[src/hw/rtl/pqem_pkg.sv]
package pqem_pkg;

  // Command codes carried on cmd
  typedef enum logic [1:0] {
    CMD_INSERT  = 2'd0,
    CMD_EXTRACT = 2'd1,
    CMD_CLEAR   = 2'd2,
    CMD_NOP     = 2'd3
  } pqem_cmd_t;

  // Per-cycle operation broadcast to every cell of the row
  typedef struct packed {
    logic ins;
    logic ext;
  } pqem_ctl_t;

  localparam int CAP_BITS   = 5;
  localparam int COUNT_BITS = 5;

endpackage

[src/hw/rtl/priority_queue_extract_max.sv]
// A result is registered in the output register in the cycle after its request is accepted.
// Throughput: one request per cycle while req_stall is low; each cell does one compare and
// one neighbor shift per request, so the rate does not depend on DEPTH or entry count.
// Back-pressure on the result side reaches req_stall while the output register is full.
// Reset (rst, synchronous): count 0, capacity 16, output register empty.
// Entry storage is not cleared; only entries below the count are ever read.
module priority_queue_extract_max #(
  parameter int DEPTH         = 16,
  parameter int PRIORITY_BITS = 8,
  parameter int PAYLOAD_BITS  = 16
) (
  input  logic                     clk,
  input  logic                     rst,
  input  logic                     req_valid,
  output logic                     req_stall,
  input  logic [1:0]               cmd,
  input  logic [PAYLOAD_BITS-1:0]  payload,
  input  logic [PRIORITY_BITS-1:0] priority_req,
  output logic                     res_valid,
  input  logic                     res_stall,
  output logic                     out_valid,
  output logic [PAYLOAD_BITS-1:0]  out_payload,
  output logic                     insert_dropped,
  output logic [4:0]               entry_count,
  output logic                     is_empty,
  output logic                     is_full,
  input  logic                     cfg_valid,
  output logic                     cfg_ready,
  input  logic [4:0]               cfg_data
);
  import pqem_pkg::*;

  localparam int CNT_W = $clog2(DEPTH + 1);
  localparam int CMP_W = (CNT_W > CAP_BITS) ? CNT_W : CAP_BITS;
  localparam logic [CMP_W-1:0] DEPTH_C = CMP_W'(DEPTH);

  logic [CNT_W-1:0]    count, count_next;
  logic [CAP_BITS-1:0] capacity;
  logic [CMP_W-1:0]    count_ext, count_next_ext, cap_ext, eff_cap;
  logic                accept, can_insert, has_entry;
  pqem_cmd_t           op;
  pqem_ctl_t           ctl;

  logic [DEPTH-1:0]                     move;
  logic [DEPTH-1:0][PRIORITY_BITS-1:0]  cell_pri;
  logic [DEPTH-1:0][PAYLOAD_BITS-1:0]   cell_pay;

  assign cfg_ready = 1'b1;
  assign req_stall = res_valid && res_stall;
  assign accept    = req_valid && !req_stall;
  assign op        = pqem_cmd_t'(cmd);

  assign count_ext  = CMP_W'(count);
  assign cap_ext    = CMP_W'(capacity);
  assign eff_cap    = (cap_ext > DEPTH_C) ? DEPTH_C : cap_ext;
  assign can_insert = (count_ext < eff_cap);
  assign has_entry  = (count != '0);

  always_comb begin
    ctl        = '0;
    count_next = count;
    case (op)
      CMD_INSERT: begin
        ctl.ins = accept && can_insert;
        if (can_insert) count_next = count + CNT_W'(1);
      end
      CMD_EXTRACT: begin
        ctl.ext = accept && has_entry;
        if (has_entry) count_next = count - CNT_W'(1);
      end
      CMD_CLEAR: count_next = '0;
      default:   count_next = count;
    endcase
  end

  assign count_next_ext = CMP_W'(count_next);

  for (genvar i = 0; i < DEPTH; i++) begin : g_cell
    localparam logic [CNT_W-1:0] IDX = CNT_W'(i);
    logic                     lmove;
    logic [PRIORITY_BITS-1:0] lpri, rpri;
    logic [PAYLOAD_BITS-1:0]  lpay, rpay;

    if (i == 0) begin : g_head
      assign lmove = 1'b0;
      assign lpri  = priority_req;
      assign lpay  = payload;
    end else begin : g_body
      assign lmove = move[i-1];
      assign lpri  = cell_pri[i-1];
      assign lpay  = cell_pay[i-1];
    end

    if (i == DEPTH - 1) begin : g_tail
      assign rpri = cell_pri[i];
      assign rpay = cell_pay[i];
    end else begin : g_mid
      assign rpri = cell_pri[i+1];
      assign rpay = cell_pay[i+1];
    end

    pqem_cell #(
      .PRIORITY_BITS(PRIORITY_BITS),
      .PAYLOAD_BITS (PAYLOAD_BITS)
    ) u_cell (
      .clk      (clk),
      .ctl      (ctl),
      .occupied (IDX < count),
      .new_pri  (priority_req),
      .new_pay  (payload),
      .left_move(lmove),
      .left_pri (lpri),
      .left_pay (lpay),
      .right_pri(rpri),
      .right_pay(rpay),
      .move     (move[i]),
      .pri      (cell_pri[i]),
      .pay      (cell_pay[i])
    );
  end

  always_ff @(posedge clk) begin
    if (rst) begin
      count     <= '0;
      capacity  <= CAP_BITS'(16);
      res_valid <= 1'b0;
    end else begin
      if (cfg_valid && cfg_ready) capacity <= cfg_data;
      if (accept) count <= count_next;
      if (accept) begin
        res_valid <= 1'b1;
      end else if (!res_stall) begin
        res_valid <= 1'b0;
      end
    end
  end

  // Result fields; head cell always holds the highest-priority, oldest entry
  always_ff @(posedge clk) begin
    if (accept) begin
      out_valid      <= (op == CMD_EXTRACT) && has_entry;
      out_payload    <= ((op == CMD_EXTRACT) && has_entry) ? cell_pay[0] : '0;
      insert_dropped <= (op == CMD_INSERT) && !can_insert;
      entry_count    <= count_next_ext[COUNT_BITS-1:0];
      is_empty       <= (count_next == '0);
      is_full        <= (count_next_ext >= eff_cap);
    end
  end

endmodule

[src/hw/rtl/pqem_cell.sv]
module pqem_cell #(
  parameter int PRIORITY_BITS = 8,
  parameter int PAYLOAD_BITS  = 16
) (
  input  logic                     clk,
  input  pqem_pkg::pqem_ctl_t      ctl,
  input  logic                     occupied,
  input  logic [PRIORITY_BITS-1:0] new_pri,
  input  logic [PAYLOAD_BITS-1:0]  new_pay,
  input  logic                     left_move,
  input  logic [PRIORITY_BITS-1:0] left_pri,
  input  logic [PAYLOAD_BITS-1:0]  left_pay,
  input  logic [PRIORITY_BITS-1:0] right_pri,
  input  logic [PAYLOAD_BITS-1:0]  right_pay,
  output logic                     move,
  output logic [PRIORITY_BITS-1:0] pri,
  output logic [PAYLOAD_BITS-1:0]  pay
);
  import pqem_pkg::*;

  logic [PRIORITY_BITS-1:0] pri_next;
  logic [PAYLOAD_BITS-1:0]  pay_next;

  // Row is kept sorted by priority, oldest first among equals. A cell gives
  // way to a new entry when it is free or holds a strictly lower priority.
  assign move = !occupied || (pri < new_pri);

  always_comb begin
    pri_next = pri;
    pay_next = pay;
    if (ctl.ins && move) begin
      if (left_move) begin
        pri_next = left_pri;
        pay_next = left_pay;
      end else begin
        pri_next = new_pri;
        pay_next = new_pay;
      end
    end else if (ctl.ext) begin
      pri_next = right_pri;
      pay_next = right_pay;
    end
  end

  always_ff @(posedge clk) begin
    pri <= pri_next;
    pay <= pay_next;
  end

endmodule

[config.mk]
export PLATFORM = sky130hd
export DESIGN_NAME = priority_queue_extract_max
export DESIGN_NICKNAME = d
export VERILOG_FILES = /design/src/hw/rtl/pqem_pkg.sv /design/src/hw/rtl/priority_queue_extract_max.sv /design/src/hw/rtl/pqem_cell.sv
export SDC_FILE = /design/constraint.sdc
export NUM_CORES = 1
export LEC_CHECK = 0
export ABC_AREA = 0
export BUFFER_PORTS_ARGS = -buffer_cell sky130_fd_sc_hd__clkbuf_2
export CAP_MARGIN = 10
export CORE_MARGIN = 5
export CORE_UTILIZATION = 59
export CTS_BUF_LIST = sky130_fd_sc_hd__clkbuf_4
export DETAILED_ROUTE_END_ITERATION = 7
export PLACE_DENSITY = 0.79
export REMOVE_ABC_BUFFERS = 1
export SLEW_MARGIN = 40
export SYNTH_ARGS = -nofsm -noshare
export SYNTH_HDL_FRONTEND = slang
export SYNTH_HIERARCHICAL = 1
export SYNTH_SLANG_ARGS = --single-unit
[constraint.sdc]
create_clock -name clk -period 4.4 [get_ports clk]
set_clock_uncertainty 0.2 [all_clocks]
set_input_delay 0.66 -clock clk [delete_from_list [all_inputs] [get_ports clk]]
set_output_delay 0.66 -clock clk [all_outputs]
set_load 0.1 [all_outputs]
==> results of run 1 <==
[metrics by stage]
stage	worst slack, ns	total power, mW	hold slack, ns	utilization, %
2_1_floorplan	-1.05	6.49	0.261	-
3_3_place_gp	0.517	6.88	0.291	60.9
3_5_place_dp	0.490	6.99	0.304	61.1
4_1_cts	0.507	10.5	0.0443	64.6
5_1_grt	0.234	10.9	0.111	64.6
6_report	0.467	10.4	0.146	64.6
[registers in the layout, indices dropped and copies added, names as in the netlist]
| name | count |
|---|---|
| is_empty | 1 |
| entry_count | 5 |
| is_full | 1 |
| insert_dropped | 1 |
| out_payload | 16 |
| g_cell.u_cell/pri | 128 |
| res_valid | 1 |
| cap_ext | 5 |
| count | 5 |
| g_cell.u_cell/pay | 256 |
| out_valid | 1 |
[placed cells by master (no fill, tap or decap), types with 55 or more instances in the layout]
| cell | count |
|---|---|
| sky130_fd_sc_hd__mux2_4 | 305 |
| sky130_fd_sc_hd__buf_4 | 55 |
| sky130_fd_sc_hd__edfxtp_1 | 409 |
| sky130_fd_sc_hd__ha_1 | 123 |
| sky130_fd_sc_hd__o21ai_0 | 131 |
| sky130_fd_sc_hd__inv_1 | 141 |
| sky130_fd_sc_hd__clkbuf_2 | 62 |
| sky130_fd_sc_hd__nand2_1 | 141 |
| sky130_fd_sc_hd__mux2_2 | 320 |
| sky130_fd_sc_hd__clkbuf_4 | 176 |
[area by class of cell]
cell class | count | share of cell area (%)
Timing Repair Buffer | 144 | 3.49
Multi-Input combinational cell | 1347 | 45.8
Antenna cell | 1 | 0.00834
Clock inverter | 16 | 0.354
Clock buffer | 176 | 4.40
Tap cell | 607 | 2.53
Inverter | 141 | 1.76
Sequential cell | 420 | 41.7
[metal layers]
| layer | global-route usage [%] | wire length, microns | vias to the layer above |
|---|---|---|---|
| li1 | - | - | 7931 |
| met1 | 26.3 | 23900 | 7878 |
| met2 | 37.2 | 26900 | 406 |
| met3 | 3.73 | 2530 | 98 |
| met4 | 7.18 | 1220 | 0 |
| met5 | 0 | 0 | - |
[worst register-to-register path, cell delays in order, from the launching register on]
cell and delay [ns]:
sky130_fd_sc_hd__dfxtp_1 0.34, sky130_fd_sc_hd__inv_1 0.15, sky130_fd_sc_hd__nand2_1 0.12, sky130_fd_sc_hd__ha_1 0.31, sky130_fd_sc_hd__a211oi_1 0.21, sky130_fd_sc_hd__o221a_1 0.46, sky130_fd_sc_hd__and3_1 0.22, sky130_fd_sc_hd__buf_4 0.25
sky130_fd_sc_hd__inv_1 0.15, sky130_fd_sc_hd__a211oi_2 0.29, sky130_fd_sc_hd__o2bb2ai_4 0.28, sky130_fd_sc_hd__buf_8 0.26, sky130_fd_sc_hd__or2_1 0.16, sky130_fd_sc_hd__buf_4 0.19
[where the power goes]
part	leakage (nW)	internal [mW]	total [mW]	switching [mW]
registers	3.88	4.79	4.96	0.170
clock network	0.857	1.85	3.44	1.59
logic	7.57	0.978	1.98	0.999
total	12.3	7.63	10.4	2.76
[path summary, 6_finish.rpt]
path / startpoint / to / depth (start not counted)
worst max-delay path: cap_ext[4]$_SDFFE_PP1P_ / g_cell[2].u_cell/pri[6]$_DFFE_PP_ / 13
worst min-delay path: cmd[1] / insert_dropped$_DFFE_PP_ / 2
worst max register to register: cap_ext[4]$_SDFFE_PP1P_ / g_cell[2].u_cell/pri[6]$_DFFE_PP_ / 13
worst min register to register: g_cell[14].u_cell/pay[8]$_DFFE_PP_ / g_cell[13].u_cell/pay[8]$_DFFE_PP_ / 1
==> metrics.yaml, run 1 <==
run_status: "finished clean"
cts_hold_buf: 17
data_arrival_time_of_the_critical_path_ns: 4.20
fill_cells: 3313
hold_viol: 0
fmaxAchievable_mhz: 254
worst-path-max-fanout: 17
max_cap_violations: 0
max_buffers_root_to_sink: 3
yosys_warnings: 6
clock_sink_count: 420
synth.avg_cell_area_sq_um: 13.8
clock_insertion_delay_at_the_later_pin_of_the_skew_report_ns: 0.83
cts-buffers-inserted: 110
multi_input_area_sq_um: 13700
synthToLayoutAreaGrowth_pct: 8.57
floorplan.io_pins: 64
fp.coreArea_sq_um: 46500
core.rowCount: 79
cts_tree: "done"
synthesis.area_sq_um: 27600
h-tree-depth: 3
ctsRootBufferMaster: "sky130_fd_sc_hd__clkbuf_4"
die_y_microns: 226
grt_max_degree: 34
syn-instance-count: 2000
via_count: 16300
finalInstanceArea_sq_um: 30000
setup_violating_endpoint_count_in_the_final_report: 0
peakVddDrop_mv: 0.248
sequential_cell_area_sq_um: 12500
design.final.nets: 2323
grt_first_pass_wirelength_microns: 88700
critical_path.cell_chain: "inv_1, nand2_1, ha_1, a211oi_1, o221a_1, and3_1, buf_4, inv_1, a211oi_2, o2bb2ai_4, buf_8, or2_1, buf_4"
drc_errors: 0
finalWirelength_microns: 54500
worst-path-buf-inv: 5
dieArea_sq_um: 51300
p_leak_nw: 12.3
initial_utilization_pct: 59.5
cts_resized: 0
critical_path.startpoint_type: "register"
grt_setup_unrepaired: "false"
timing.final.crit_period_ns: 3.93
cp_top_family: "compound AO/OA/AOI/OAI gates"
report.final.slew_viol_count: 0
place_inst: 2642
finish.cell_count_without_fillers: 2852
detail_route.iter0.violations: 958
drive_gt1_share_pct: 44.0
worst_slew_margin_rel_pct: 49.1
crit_path_top_delay_cell: "sky130_fd_sc_hd__o221a_1"
reg_clk_slew_reported_paths_ns: 0.07
port_buffer_count: 62
critPathCaptureType: "register"
placement.cell_area_sq_um: 28400
cellPowerDensity_nw_per_um2: 346
slowest_delay_ns: 0.46
timing_worst_slew_pin_value_ns: 0.762
timing.critical_path.required_ns: 4.67
ant_nets: 0
drt_pass1_iterations: 7
min_period_over_period_pct: 89.4
die_x_extent_microns: 226
grt_util_all_layers_pct: 21.1
drt-wirelength-per-cell_microns: 19.1
setup_tns_final_ns: 0
reg2reg_slack_ns: 0.47
crit_type: "register to register"
post_cts_buffers: 0
remaining_overflow_grt: 0
first_global_vias: 17600
hpwlAfterDp_microns: 41000
routed_via_density: 5.72
initial_antenna_violation_count: 1
hp-class: "input port to register"
gp_congestion: 0.877
(Power assumes the default switching activity.)
==> run 2, diff against run 1 <==
--- a/config.mk
+++ b/config.mk
@@ -5,8 +5,7 @@
 export SDC_FILE = /design/constraint.sdc
 export NUM_CORES = 1
 export LEC_CHECK = 0
-export ABC_AREA = 0
-export BUFFER_PORTS_ARGS = -buffer_cell sky130_fd_sc_hd__clkbuf_2
+export BUFFER_PORTS_ARGS = -buffer_cell sky130_fd_sc_hd__buf_2
 export CAP_MARGIN = 10
 export CORE_MARGIN = 5
 export CORE_UTILIZATION = 59
==> metrics.yaml, run 2 (same netlist as run 1, synthesis figures left out) <==
gp_congestion: 0.838
place_inst: 2637
hpwlAfterDp_microns: 40900
grt_first_pass_wirelength_microns: 89800
hp-class: "input port to register"
fmaxAchievable_mhz: 247
design.final.nets: 2321
via_count: 16400
die_y_microns: 226
peakVddDrop_mv: 0.221
h-tree-depth: 3
share_clk_of_total_power_pct: 32.4
largest-register: "g_cell.u_cell/pay"
run_status: "finished clean"
finalWirelength_microns: 54400
combPwrFrac_pct: 19.2
synthToLayoutAreaGrowth_pct: 8.28
fin_util_pct: 64.4
max_buffers_root_to_sink: 3
die_x_extent_microns: 226
grt_util_all_layers_pct: 21.2
finish.cell_count_without_fillers: 2852
first_global_vias: 17500
setup_tns_final_ns: 0
timing_worst_slew_pin_value_ns: 0.771
setup_slack_ns: 0.351
crit_path_top_delay_cell: "sky130_fd_sc_hd__o221a_1"
max_cap_violations: 0
hold_viol: 0
drt_pass1_iterations: 5
slowest_delay_ns: 0.48
initial_antenna_violation_count: 3
core.rowCount: 79
whs_ns: 0.130
clock_sink_count: 420
critPathCaptureType: "register"
ctsRootBufferMaster: "sky130_fd_sc_hd__clkbuf_4"
largest_register_ff_count: 256
power.share.sequential_pct: 48.4
mostFrequentLayoutCells: "409 x sky130_fd_sc_hd__edfxtp_1, 320 x sky130_fd_sc_hd__mux2_2, 305 x sky130_fd_sc_hd__mux2_4, 169 x sky130_fd_sc_hd__clkbuf_4"
pre_cts_slack_ns: 0.428
grt_max_degree: 34
worst-path-max-fanout: 19
cellPowerDensity_nw_per_um2: 343
biggestRegsByFlops: "g_cell.u_cell/pay: 256 flops, g_cell.u_cell/pri: 128 flops, out_payload: 16 flops"
timing.final.crit_period_ns: 4.05
p_sw_share_pct: 26.8
drc_errors: 0
drive_gt1_share_pct: 43.6
power.internal_mw: 7.50
crit_type: "register to register"
drt-wirelength-per-cell_microns: 19.1
clock_insertion_delay_at_the_later_pin_of_the_skew_report_ns: 0.84
placement.cell_area_sq_um: 28300
grt_setup_unrepaired: "false"
floorplan.io_pins: 64
report.final.slew_viol_count: 0
dieArea_sq_um: 51300
remaining_overflow_grt: 0
min_period_over_period_pct: 92.0
setup_violating_endpoint_count_in_the_final_report: 0
critical_path.cell_chain: "inv_1, nand2_1, ha_1, a211oi_1, o221a_1, and3_1, buf_4, inv_1, a211oi_2, o2bb2ai_4, buf_4, mux2_4"
p_total_mw: 10.3
timing.critical_path.required_ns: 4.76
detail_route.iter0.violations: 913
reg_clk_slew_reported_paths_ns: 0.06
data_arrival_time_of_the_critical_path_ns: 4.41
port_buffer_count: 62
finalInstanceArea_sq_um: 29900
initial_utilization_pct: 59.5
cts-buffers-inserted: 109
mostFrequentLayoutCell: "sky130_fd_sc_hd__edfxtp_1"
worst_slew_margin_rel_pct: 48.5
fp.coreArea_sq_um: 46500
routed_via_density: 5.74
p_leak_nw: 12.3
cts_resized: 0
power_switching_mw: 2.75
ant_nets: 0
critical_path.startpoint_type: "register"
cts_tree: "done"
run 2: cell count changes in the layout (fill, tap and decap cells not counted), moves of 2 or more:
cell,previous run,this run
sky130_fd_sc_hd__clkinv_1,10,15
sky130_fd_sc_hd__buf_2,0,62
sky130_fd_sc_hd__buf_8,9,5
sky130_fd_sc_hd__clkbuf_2,62,0
sky130_fd_sc_hd__clkbuf_4,176,169
sky130_fd_sc_hd__buf_4,55,57
sky130_fd_sc_hd__inv_6,3,1
sky130_fd_sc_hd__diode_2,1,4
run 2: worst max-delay path, delay by kind of cell, from the launching register on:
kind	cells	cell delay, ns
compound gates	4	1.36
buf+inv	4	0.86
simple gates	2	0.40
flops	1	0.33
fa+ha+maj	1	0.31
mux	1	0.31
run 2: final timing paths:
check                                startpoint                                end  slack, ns  cells after the start
max                     cap_ext[4]$_SDFFE_PP1P_  g_cell[9].u_cell/pay[6]$_DFFE_PP_       0.35                     12
min                                   res_stall              count[2]$_SDFFE_PP0P_       0.13                      3
max reg2reg             cap_ext[4]$_SDFFE_PP1P_  g_cell[9].u_cell/pay[6]$_DFFE_PP_       0.35                     12
min reg2reg  g_cell[0].u_cell/pay[10]$_DFFE_PP_      out_payload[10]$_SDFFCE_PN0P_       0.34                      1
run 2: power by group through the flow:
stage | registers, mW | logic, mW | clock network (mW)
2_1_floorplan | 5.10 | 1.39 | 0
3_3_place_gp | 5.03 | 1.85 | 0
3_5_place_dp | 5.05 | 1.94 | 0
4_1_cts | 4.96 | 1.96 | 3.46
5_1_grt | 4.99 | 2.13 | 3.66
6_report | 4.96 | 1.97 | 3.32
run 2: layout make-up:
class | count | area, sq um
fill | 3355 | 16500
timing repair buffer | 143 | 1010
clock buffer | 169 | 1270
multi-input combinational | 1347 | 13700
antenna | 4 | 10.0
inverter | 141 | 529
sequential | 420 | 12500
clock inverter | 21 | 105
tap | 607 | 759
run 2: what timing repair did:
| item | CTS | global route |
|---|---|---|
| setup buffers | 0 | 0 |
| hold endpoints to repair | 11 | 0 |
| hold buffers | 18 | 0 |
run 2: per-layer routing:
layer  up-vias  global-route usage [%]  wire length [microns]
li1       7948                       -                      -
met1      7953                    26.7                  24200
met2       373                    36.3                  26500
met3       106                    3.72                   2210
met4         0                    8.42                   1490
met5         -                       0                      0
